$ cat src/sv/mrsh_cmdq.sv
// Short command queue between front end and back end.
module mrsh_cmdq #(
	parameter int CW    = 41,
	parameter int DEPTH = 4
) (
	input  logic          clk,
	input  logic          arst_n,
	input  logic          wr,
	input  logic [CW-1:0] wdata,
	input  logic          rd,
	output logic [CW-1:0] rdata,
	output logic          full,
	output logic          empty
);

	localparam int AW = (DEPTH > 1) ? $clog2(DEPTH) : 1;
	localparam int NW = $clog2(DEPTH + 1);

	logic [CW-1:0] mem_q [DEPTH];
	logic [AW-1:0] wp_q, rp_q;
	logic [NW-1:0] cnt_q;

	assign full  = 32'(cnt_q) == DEPTH;
	assign empty = cnt_q == '0;
	assign rdata = mem_q[rp_q];

	always_ff @(posedge clk) begin
		if (wr) begin
			mem_q[wp_q] <= wdata;
		end
	end

	always_ff @(posedge clk or negedge arst_n) begin
		if (!arst_n) begin
			wp_q  <= '0;
			rp_q  <= '0;
			cnt_q <= '0;
		end else begin
			if (wr) begin
				wp_q <= (32'(wp_q) == DEPTH - 1) ? '0 : wp_q + AW'(1);
			end
			if (rd) begin
				rp_q <= (32'(rp_q) == DEPTH - 1) ? '0 : rp_q + AW'(1);
			end
			cnt_q <= cnt_q + NW'(wr) - NW'(rd);
		end
	end

endmodule

$ cat config.mk
export PLATFORM = sky130hd
export DESIGN_NAME = mrsh_cmdq
export DESIGN_NICKNAME = d
export VERILOG_FILES = /design/src/sv/mrsh_cmdq.sv
export SDC_FILE = /design/constraint.sdc
export NUM_CORES = 1
export LEC_CHECK = 0
export ABC_AREA = 0
export BUFFER_PORTS_ARGS = -buffer_cell sky130_fd_sc_hd__buf_4
export CORE_ASPECT_RATIO = 1.2
export CORE_MARGIN = 2
export CORE_UTILIZATION = 45
export DETAILED_ROUTE_END_ITERATION = 10
export MAX_ROUTING_LAYER = met4
export SLEW_MARGIN = 20
export SYNTH_ARGS = -nofsm -noshare
export SYNTH_HDL_FRONTEND = slang
export SYNTH_SLANG_ARGS = --single-unit
$ cat constraint.sdc
create_clock -name clk -period 5.4 [get_ports clk]
set_input_delay 0.81 -clock clk [delete_from_list [all_inputs] [get_ports clk]]
set_output_delay 0.81 -clock clk [all_outputs]
set_load 0.005 [all_outputs]
==> results.md <==
* CP startpoint kind: flip-flop
* Slew Limit Fails at 0
* First-pass GRT wire length at between 15,000 and 20,000 um
* Synth area leader: edfxtp_1
* Util after Layout at 0.561
* Worst EP required at roughly 4.6 ns
* Number of vias per cell at approximately 5.2
* Core ar. at approximately 14,000 um2
* Layout area overhead at 21.5%
* Hold Fails Final Rpt at 0
* Setup violators final at 0
* Yosys top cell area share at 0.772
* Pwr per Cell Area at about 520 nW/um2
* Die width at approximately 110 um
* CTS tree: built
* Initial Util at 0.462
* Hold WS at between 0.15 and 0.2 ns
* RSZ-0062 raised after global routing: false
* Layout Nets at 404
* Layout Skew at ~0.0078 ns
* Final worst path period share at 0.561
* Gr usage total at 0.154
* DIE HEIGHT at 134 um
* Number of I/O pins at slightly below 90
* Num Clock Sinks at approximately 170
* PortBufs at 87
* Share of layout cells above drive strength 1 at 0.462
* Total Routed Length at 10,600 um
* Post-synthesis cell type count at 21
* Multiplexer area fraction after synthesis at 0.150
* Synthesized Nets at about 300
* Worst Max-Slew Pin Slew at approximately 0.87 ns
* CTS Buf Count at 17
* Final setup TNS at 0 ns
* Vias in the first global route at a little over 3,000
* Remaining global-route overflow at 0
* Die area at between 15,000 and 20,000 um2
* TritonRoute pass-1 iters at 4
* Simple-Gate Fraction of Synth Area at 0.00823
* Tmin final at about 3.0 ns
* Initial DRC Count at ~110
* Root buf cell: clkbuf_16
* Worst vdd ir at ~310 uV
* Hold buffer count at cts at 0
* Synth Area in Compound Gates at 0.00157
* Mean post-synth cell area at between 20 and 30 um2
* Antenna Violating Nets Remaining at 0
* Postcts setup bufs at 0
* Clock Tree Buf Depth at 2
* Cells taking the most area after synthesis: edfxtp_1, mux4_2, dfrtp_1, ha_1, buf_12
* Vias at between 2,000 and 3,000
* Tot Pwr at between 0.004 and 0.005 W
* CP endpoint kind: output pin
* Clock Latency Late Sink at ~0.42 ns
* Critical Path Fanout Max at 44
* Post-Syn Instances at 251
* Number of remaining DRC errors at 0
* FF+latch count, synth at around 170
* Sequential share of the synthesized area at 0.799
* Outcome: completed
* Post-Synth Adder-Cell Area at 0.0169
* Avg WL per Cell at 19.8 um
* Largest net degree at the start of global routing at 45
* FILL cells at between 1,000 and 1,500
* Hold Crit Class: in2async
* Slew headroom at 0.422
* Maxcap violations at 0
* Resized Gates After CTS at 0
* Xor and xnor area share after synthesis at 0.00274
* FP Rows at between 40 and 50
* Hpwl dp at a little over 6000 um
* Post-Syn Area at between 6000 and 7000 um2
* Crit Path Category: reg2out
* LEAKAGE at 2.71 nW
* Clk pin slew, worst setup/hold paths at 0.06 ns
* H-tree depth at 4
* Largest family of logic cells by synthesized area: multiplexers
* Yosys warning count at 0
* Max Freq at 0.330 GHz
* Routability cong. at about 0.7
* Initial antenna violation count at 1
* Arrival time of the worst setup path at ~2.2 ns
[state kept, by name, indices dropped and copies added, names as in the netlist]
name and cells:
cnt_q 3, rp_q 2, wp_q 2, mem_q 164
[logic make-up after synthesis]
| kind of cell | after synthesis |
|---|---|
| AOI/OAI and AO/OA | 2 |
| xor gates and xnor gates | 2 |
| adders and majority gates | 8 |
| buffers and inverters | 16 |
| DFF | 171 |
| muxes | 43 |
| and+or+nand+nor | 9 |
[layer usage]
metal / track usage / up-vias / wire length [um]
met5: - / - / 0
met1: 0.181 / 1475 / 4490
li1: - / 1258 / -
met2: 0.253 / 60 / 5540
met4: 0.0535 / 0 / 123
met3: 0.0494 / 11 / 454
[metrics by stage]
| step | setup WS [ns] | instances | cell area [um2] |
|---|---|---|---|
| finish | 2.37 | 536 | 7750 |
| detailed placement | 2.72 | 503 | 7170 |
| CTS | 2.27 | 535 | 7750 |
| global route | 2.18 | 536 | 7750 |
| floorplan | 3.19 | 251 | 6380 |
| global placement | 2.72 | 503 | 7170 |
[layout by cell type, fill, tap and decap left out, types with 3 or more instances in the layout]
cell       synthesis  layout
mux4_2            38      38
dfrtp_1            7       5
mux4_1             3       3
clkbuf_16          0      17
inv_6              0       3
edfxtp_1         164     164
ha_1               7       7
buf_4              0      91
clkinv_2           0       4
inv_1              6       6
and2_2             0       4
[final timing paths]
kind,start,cells after the start,end,slack [ns]
setup / recovery,rp_q[0],2,rdata[1],2.37
max in group asynchronous,arst_n,1,rp_q[0],5.06
hold / removal,arst_n,1,cnt_q[0],0.19
setup reg to reg,wp_q[0],4,mem_q[2][22],3.44
hold reg to reg,wp_q[1],2,wp_q[1],0.61
min in group clk,wdata[34],1,mem_q[2][34],0.59
[critical path, cell delays in order, from the launching register on]
cell and delay, ns:
dfrtp_4 1.01, mux4_1 0.64, buf_4 0.15
[report_power, final]
group	switching [W]	total, W	internal, W
Combinational	0.000355	0.000962	0.000607
Sequential	0.000211	0.00192	0.00171
Clock	0.000489	0.00118	0.000686
[cell usage after synthesis]
library cell,number
buf_2,4
fa_1,1
edfxtp_1,164
xnor2_1,1
nor3_1,1
o21ai_0,2
nor2_1,1
clkbuf_1,1
ha_1,7
mux4_2,38
or3b_2,1
xor2_1,1
mux4_1,3
dfrtp_1,7
nand2_1,1
buf_12,4
buf_6,1
and2_1,4
mux2_2,2
and3_1,1
inv_1,6
[area by class of cell]
type	instances	area, um2	share of cell area
sequential	171	5110	0.659
multi-input combinational	64	1150	0.148
clock buffer	19	433	0.0558
tap	171	214	0.0276
timing repair buffer	91	683	0.0881
inverter	6	22.5	0.00290
clock inverter	13	143	0.0184
antenna	1	2.50	0.000323
(Power assumes the default switching activity.)
