`src/sv/mrsh_pkg.sv`:
```
// Shared types and constants for the string history block.
package mrsh_pkg;

	localparam logic FUNC_PUSH = 1'b0;
	localparam logic FUNC_READ = 1'b1;

	localparam logic [1:0] ST_INS  = 2'd0;
	localparam logic [1:0] ST_IGN  = 2'd1;
	localparam logic [1:0] ST_LONG = 2'd2;
	localparam logic [1:0] ST_READ = 2'd3;

	localparam logic [7:0] BLANK_BYTE = 8'h20;

	typedef struct packed {
		logic [1:0] status;
		logic [7:0] rbyte;
		logic       valid;
	} res_t;

endpackage

```
`src/sv/mrsh_front.sv`:
```
// Front end: staging counters, item classification and command build.
module mrsh_front #(
	parameter int NUM_STACKS = 4,
	parameter int CAPACITY   = 1024,
	parameter int MAX_STRING = 256,
	parameter int LW         = $clog2(MAX_STRING + 1),
	parameter int CW         = LW + 33
) (
	input  logic          clk,
	input  logic          arst_n,
	input  logic          accept,
	input  logic          func,
	input  logic [1:0]    stack_id,
	input  logic [7:0]    data_byte,
	input  logic          last_byte,
	input  logic [8:0]    entry_index,
	input  logic [7:0]    byte_offset,
	output logic          cmd_push,
	output logic [CW-1:0] cmd
);

	typedef struct packed {
		logic          func;
		logic          stage;
		logic          last;
		logic [1:0]    sid;
		logic [7:0]    dbyte;
		logic [LW-1:0] len;
		logic [1:0]    status;
		logic          miss;
		logic [8:0]    idx;
		logic [7:0]    off;
	} cmd_t;

	logic [LW-1:0] len_q, nlen;
	logic          nb_q, nnb, done_q, ndone, stage_en, miss;
	cmd_t          c;

	assign miss = 32'(stack_id) >= NUM_STACKS;

	always_comb begin
		nlen     = len_q;
		nnb      = nb_q;
		ndone    = done_q;
		stage_en = 1'b0;
		if (!done_q) begin
			if (data_byte == 8'd0) begin
				ndone = 1'b1;
			end else if (32'(len_q) < MAX_STRING) begin
				stage_en = 1'b1;
				nlen     = len_q + LW'(1);
				if (data_byte != mrsh_pkg::BLANK_BYTE) begin
					nnb = 1'b1;
				end
			end
		end
		c        = '0;
		c.func   = func;
		c.sid    = stack_id;
		c.dbyte  = data_byte;
		c.idx    = entry_index;
		c.off    = byte_offset;
		c.miss   = miss;
		c.len    = nlen;
		c.last   = last_byte;
		c.stage  = (func == mrsh_pkg::FUNC_PUSH) && stage_en;
		if (miss || nlen == '0 || !nnb) begin
			c.status = mrsh_pkg::ST_IGN;
		end else if (32'(nlen) >= MAX_STRING || 32'(nlen) + 1 > CAPACITY) begin
			c.status = mrsh_pkg::ST_LONG;
		end else begin
			c.status = mrsh_pkg::ST_INS;
		end
		cmd_push = accept && (func == mrsh_pkg::FUNC_READ || stage_en || last_byte);
		cmd      = c;
	end

	always_ff @(posedge clk or negedge arst_n) begin
		if (!arst_n) begin
			len_q  <= '0;
			nb_q   <= 1'b0;
			done_q <= 1'b0;
		end else if (accept && func == mrsh_pkg::FUNC_PUSH) begin
			if (last_byte) begin
				len_q  <= '0;
				nb_q   <= 1'b0;
				done_q <= 1'b0;
			end else begin
				len_q  <= nlen;
				nb_q   <= nnb;
				done_q <= ndone;
			end
		end
	end

endmodule

```
`config.mk`:
```
export PLATFORM = sky130hd
export DESIGN_NAME = mrsh_front
export DESIGN_NICKNAME = d
export VERILOG_FILES = /design/src/sv/mrsh_pkg.sv /design/src/sv/mrsh_front.sv
export SDC_FILE = /design/constraint.sdc
export NUM_CORES = 1
export LEC_CHECK = 0
export ABC_AREA = 1
export BUFFER_PORTS_ARGS = -buffer_cell sky130_fd_sc_hd__buf_2
export CAP_MARGIN = 20
export CORE_MARGIN = 2
export CORE_UTILIZATION = 45
export CTS_BUF_LIST = sky130_fd_sc_hd__clkbuf_8
export DETAILED_ROUTE_END_ITERATION = 12
export GPL_ROUTABILITY_DRIVEN = 0
export PLACE_DENSITY = 0.85
export RECOVER_POWER = 25
export SLEW_MARGIN = 20
export SYNTH_ARGS = -nofsm -noshare
export SYNTH_HDL_FRONTEND = slang
export SYNTH_SLANG_ARGS = --single-unit
export TNS_END_PERCENT = 50
```
`constraint.sdc`:
```
create_clock -name clk -period 4.6 [get_ports clk]
set_clock_uncertainty 0.15 [all_clocks]
set_input_delay 0.46 -clock clk [delete_from_list [all_inputs] [get_ports clk]]
set_output_delay 0.46 -clock clk [all_outputs]
set_load 0.02 [all_outputs]
```
==> results of run 1 <==
-- kinds of logic (layout without fill, tap and decap cells) --
logic type	count (synthesis)	in the layout	share of synthesized area, %
simple gates	74	74	34.34
buf+inv	63	71	32.44
other cells	1	1	0.3352
fa+ha+maj	1	1	1.118
compound gates	14	14	7.158
flops	11	11	24.61
-- tightest hold or removal path, stage by stage (launching register included) --
cell     delay [ps]
dfrtp_1         310
inv_1            50
o21ai_1         120
-- sequential cells by signal, indices dropped and copies added (netlist names) --
register,flops
done_q,1
len_q,9
nb_q,1
-- final cells by class --
| class | instances | area [um^2] | area share [%] |
|---|---|---|---|
| inverters | 31 | 122.6 | 10.71 |
| repair buffers | 36 | 183.9 | 16.07 |
| flip-flops and latches | 11 | 275.3 | 24.04 |
| well taps | 30 | 37.54 | 3.279 |
| clock inverters | 1 | 3.754 | 0.3279 |
| clock buffers | 3 | 41.29 | 3.607 |
| multi-input cells | 90 | 480.5 | 41.97 |
-- layer usage --
layer	vias up	part of all wire, %	track usage (%)
met4	0	1.6	7.265
met2	26	52	29.27
li1	499	-	-
met5	-	0	0
met1	452	41	20.96
met3	6	5.8	5.833
-- metrics by stage --
step                      total power, mW  setup slack, ps  std cells  area, um^2  utilization, %
after floorplan                    0.1949             2389        164        1119               -
after global placement             0.1926             2234        197        1091           45.28
after detailed placement           0.1939             2151        197        1091           45.28
after CTS                          0.2898             2072        202        1146           47.56
after global routing               0.3046             1907        202        1145           47.51
final                              0.2859             2087        202        1145           47.51
-- worst max-delay path by stage --
stage	from	to
final	len_q[0]	cmd[19]
after CTS	len_q[0]	cmd[19]
after global routing	len_q[0]	cmd[19]
after floorplan	data_byte[3]	cmd[19]
after detailed placement	data_byte[1]	cmd[19]
after global placement	data_byte[3]	cmd[19]
-- synth_stat cells --
cell type	instances
clkinv_2	1
nand2_4	1
ha_1	1
nand4_2	1
a31oi_1	1
nand3_1	10
nor3_2	1
conb_1	1
nand2_2	7
nor2_2	6
clkinv_4	1
o21ai_1	3
nand3_2	4
buf_6	1
nor4_1	1
o22ai_1	7
a21oi_1	2
nand3b_1	1
nor2_1	11
o21ai_0	1
inv_2	5
buf_4	30
nand4_1	3
dfrtp_1	11
inv_1	24
clkbuf_1	1
nand2_1	28
-- power groups by stage --
| stage | combinational [mW] | clock [mW] | sequential (mW) |
|---|---|---|---|
| 2_1_floorplan | 0.0861 | 0 | 0.109 |
| 3_3_place_gp | 0.0829 | 0 | 0.110 |
| 3_5_place_dp | 0.0841 | 0 | 0.110 |
| 4_1_cts | 0.0852 | 0.0962 | 0.108 |
| 5_1_grt | 0.0933 | 0.102 | 0.109 |
| 6_report | 0.0842 | 0.0930 | 0.109 |
==> metrics.yaml, run 1 <==
nFillCells: 242
yosysTopAreaCellShare_pct: 24.61
power.net_switching_mw: 0.09553
cp_top_family: "simple AND/OR/NAND/NOR gates"
rsz0062_at_grt: "no"
grt_pass1_wl_mm: 3.712
grt_pass1_vias: 892
worst_hold_slack_ps: 374.5
synth.area.top_cells: "dfrtp_1 25%, buf_4 20%, nand2_1 9.4%"
netlist_area_um2: 1119
dp_hpwl_mm: 1.784
whs_path_depth: 2
ios: 75
min_path_type: "register to register"
yosysWarnings: 0
syn_to_final_growth_pct: 2.349
fin_crit_sh_pct: 54.63
clock-sinks: 11
crit_chain: "ha_1 -> nand3_2 -> nor3_2 -> nand3_1 -> nand2_2 -> nand3_2 -> nor2_1 -> nand2_1 -> nand2_2 -> nor2_2 -> buf_2"
drc_errors: 0
path_buf_inv: 1
setup_viol: 0
fp-row-count: 18
postSynthCellCount: 164
antenna_found_initial: 0
hold_violations: 0
worstSetupPathType: "register to output port"
internal_power_mw: 0.1903
overflow: 0
min_period_ps: 2513
cp_max_fo: 4
worstReg2RegEnd: "len_q[6]"
p_leak_nw: 0.6710
r2r_slack_ps: 2960
timing.rr.start: "len_q[0]"
cts_resized: 0
slew_viol_final: 0
clock_latency_ps: 240
grt_max_degree: 13
ys_ff_latch: 11
first_pass_iters: 4
yosysUniqueCellTypes: 27
layout_common_cells: "34 x buf_2, 28 x nand2_1, 25 x inv_1, 11 x nor2_1, 11 x dfrtp_1"
slowest_stage: "dfrtp_1"
post-cts-setup-buffers: 0
die_area_um2: 2900
synth_top_area_cell: "dfrtp_1"
r2r_cells: 8
detail_route.iter0.violations: 34
tritoncts: "done"
layout_commonest_cell: "buf_2"
clk_pin_slew_ps: 40
power.density_nw_per_um2: 249.7
outcome: "completed"
fp.dieH_um: 53.86
p_comb_share_pct: 29.5
min_delay_worst_endpoint: "nb_q"
hp-start: "nb_q"
clk_path_buf_depth: 2
fmax_mhz: 397.9
switching_share_pct: 33.42
tightest_slew_ps: 773.1
avgSynthCellArea_um2: 6.821
io_buffers: 35
chipWidth_um: 53.86
fin_setup_tns_ps: 0
slew_headroom_pct: 48.27
cp_num_cells: 11
n_antenna_cell: 0
htreeDepth: 1
nets: 206
arrival_ps: 1900
wl_mm: 2.258
clkPwrFrac_pct: 32.5
max_stage_delay_ps: 390
layout-drive-gt1-share_pct: 37.21
worst_ep_required_time_ps: 3990
cts_buffers: 3
p_seq_share_pct: 38.0
track_usage_pct: 17.72
via_per_inst: 4.866
cp-end-kind: "output port"
avgRoutedWirePerCell_um: 11.18
antenna_left: 0
cap_violations: 0
start_util_pct: 46.42
cts_hold_buf: 1
cp-start-kind: "register"
cts_root_buffer: "clkbuf_8"
syn_nets: 197
synth.yosys.seq_area_share_pct: 24.61
via_count: 983
core-area_um2: 2410
peakVddDrop_uv: 217.0
Note: power is estimated with default switching activity, not from simulation.
==> run 2, diff against run 1 <==
Settings changed: CORE_UTILIZATION 45 to 39, PLACE_DENSITY 0.85 to 0.79.
Clock period 4.6 ns to 2.2 ns, I/O delays scaled along.
==> metrics.yaml, run 2 (synthesized netlist as in run 1, its figures left out) <==
p_leak_nw: 0.6744  # +0.51%
fp.dieH_um: 57.56  # +6.9%
cp-end-kind: "output port"
power.density_nw_per_um2: 510.5  # +100%
drc_errors: 0  # unchanged
violations: "setup timing"
largest_register_ffs: 9  # unchanged
clock_latency_ps: 240  # about the same
finalWorstSetupSlack_ps: -2.084  # -2089 ps
avgRoutedWirePerCell_um: 11.93  # +6.7%
die_area_um2: 3313  # +14%
detail_route.iter0.violations: 12  # -65%
ios: 75  # unchanged
nets: 210  # +1.9%
cp-endpoint: "cmd[19]"
dp_hpwl_mm: 1.783  # about the same
clk_pin_slew_ps: 50  # about the same
cp_num_cells: 12  # +1
first_pass_iters: 4  # unchanged
chipWidth_um: 57.56  # +6.9%
worst_ep_required_time_ps: 1830  # -2160 ps
fin_setup_tns_ps: -2.084  # -2.084 ps
track_usage_pct: 14.93  # -2.8 points
worstSetupPathType: "register to output port"
grt_max_degree: 13  # unchanged
worstReg2RegEnd: "len_q[6]"
min_path_type: "input pin to register"
fmax_mhz: 454.1
r2r_cells: 8  # unchanged
clock-sinks: 11  # unchanged
cp_max_fo: 3  # -1
top_register: "len_q"
core-area_um2: 2734  # +13%
min_period_ps: 2202
wl_mm: 2.469  # +9.3%
reg_top3: "len_q x9, done_q x1, nb_q x1"
io_buffers: 35  # unchanged
cts_buffers: 3  # unchanged
clk_path_buf_depth: 2  # unchanged
cp-start-kind: "register"
cpMostUsedCell: "nand2_1"
htreeDepth: 1  # unchanged
slowest_stage: "dfrtp_1"
hold_violations: 0  # unchanged
timing.rr.start: "len_q[1]"
r2r_slack_ps: 680  # -2280 ps
whs_path_depth: 4  # +2
via_count: 990  # +0.71%
nFillCells: 277  # +14%
fp-row-count: 19  # +1
arrival_ps: 1830  # -70 ps
n_antenna_cell: 0  # unchanged
grt_pass1_wl_mm: 3.870  # +4.3%
cp_top_family: "simple AND/OR/NAND/NOR gates"
fin_crit_sh_pct: 100.1
antenna_found_initial: 0  # unchanged
path_buf_inv: 1  # unchanged
slew_viol_final: 0  # unchanged
start_util_pct: 40.92  # -5.5 points
setup_viol: 1  # +1
outcome: "finished, violations left"
layout_common_cells: "34 x buf_2, 27 x nand2_1, 24 x inv_1, 10 x nand3_1, 10 x dfrtp_1"
syn_to_final_growth_pct: 10.51
cts_root_buffer: "clkbuf_8"
layout_commonest_cell: "buf_2"
tritoncts: "done"
via_per_inst: 4.783  # -1.7%
peakVddDrop_uv: 292.7  # +35%
layout-drive-gt1-share_pct: 43.18  # +6.0 points
rsz0062_at_grt: "yes"
cap_violations: 0  # unchanged
crit_start: "len_q[1]"
power_mw: 0.6310  # +120%
antenna_left: 0  # unchanged
overflow: 0  # unchanged
crit_chain: "ha_4 -> nand3_4 -> nor3_4 -> nand2_1 -> nand2_1 -> nand2_2 -> nand3_2 -> nor2_2 -> nand2_1 -> nand2_2 -> nor2_2 -> buf_4"
grt_pass1_vias: 927  # +3.9%
max_stage_delay_ps: 400  # about the same
-- run 2: cell count changes in the layout (fill, tap and decap cells not counted), sizes merged --
cell / previous run / this run
buf: 34 / 39
clkbuf: 4 / 3
-- run 2: how the worst min path moves through the flow --
stage                     slack (ps)       end       from
after floorplan                 -230    done_q     arst_n
after global placement           -40  len_q[3]     arst_n
after detailed placement         -40  len_q[3]     arst_n
after CTS                        170      nb_q  last_byte
after global routing             210      nb_q  last_byte
final                            160      nb_q  last_byte
-- run 2: worst min-delay path: stages --
cell and delay, ps:
buf_2 80, inv_1 70, nand3_1 80, o21ai_1 50
-- run 2: area by class of cell --
type	count	area (um^2)	share of cell area, %
clock buffer	3	41.29	3.340
tap	31	38.79	3.138
clock inverter	1	3.754	0.3036
multi-input combinational	90	535.5	43.32
inverter	31	122.6	9.919
timing repair buffer	40	217.7	17.61
sequential	11	276.5	22.37
-- run 2: through the flow --
stage | worst slack, ps | cells | area (um^2) | utilization (%) | hold WS (ps)
4_1_cts | 1.512 | 205 | 1170 | 42.79 | 166.4
5_1_grt | -85.52 | 207 | 1236 | 45.22 | 211.5
2_1_floorplan | 280.9 | 164 | 1119 | - | -225.6
3_5_place_dp | 157.2 | 199 | 1100 | 40.23 | -44.27
6_report | -2.084 | 207 | 1236 | 45.22 | 159.5
3_3_place_gp | 182.4 | 199 | 1100 | 40.23 | -44.88
-- run 2: per-layer routing --
| layer | GRT usage (%) | routed length [um] | vias up |
|---|---|---|---|
| li1 | - | - | 504 |
| met1 | 20.03 | 1091 | 449 |
| met2 | 22.56 | 1178 | 31 |
| met3 | 3.175 | 143 | 6 |
| met4 | 7.641 | 57 | 0 |
| met5 | 0 | 0 | - |
-- run 2: report_power, final --
| part | internal, mW | total [mW] | switching, mW | leakage, nW |
|---|---|---|---|---|
| Sequential | 0.215 | 0.230 | 0.0151 | 0.148 |
| Clock | 0.122 | 0.199 | 0.0762 | 0.0269 |
| Combinational | 0.0779 | 0.203 | 0.125 | 0.500 |
| Total | 0.415 | 0.631 | 0.216 | 0.674 |
-- run 2: timing repair --
item,CTS,global route
hold buffers,1,0
resized for setup,2,12
setup endpoints to repair,2,2
pin swaps,0,4
setup buffers,1,2
endpoints found under the hold margin,11,0
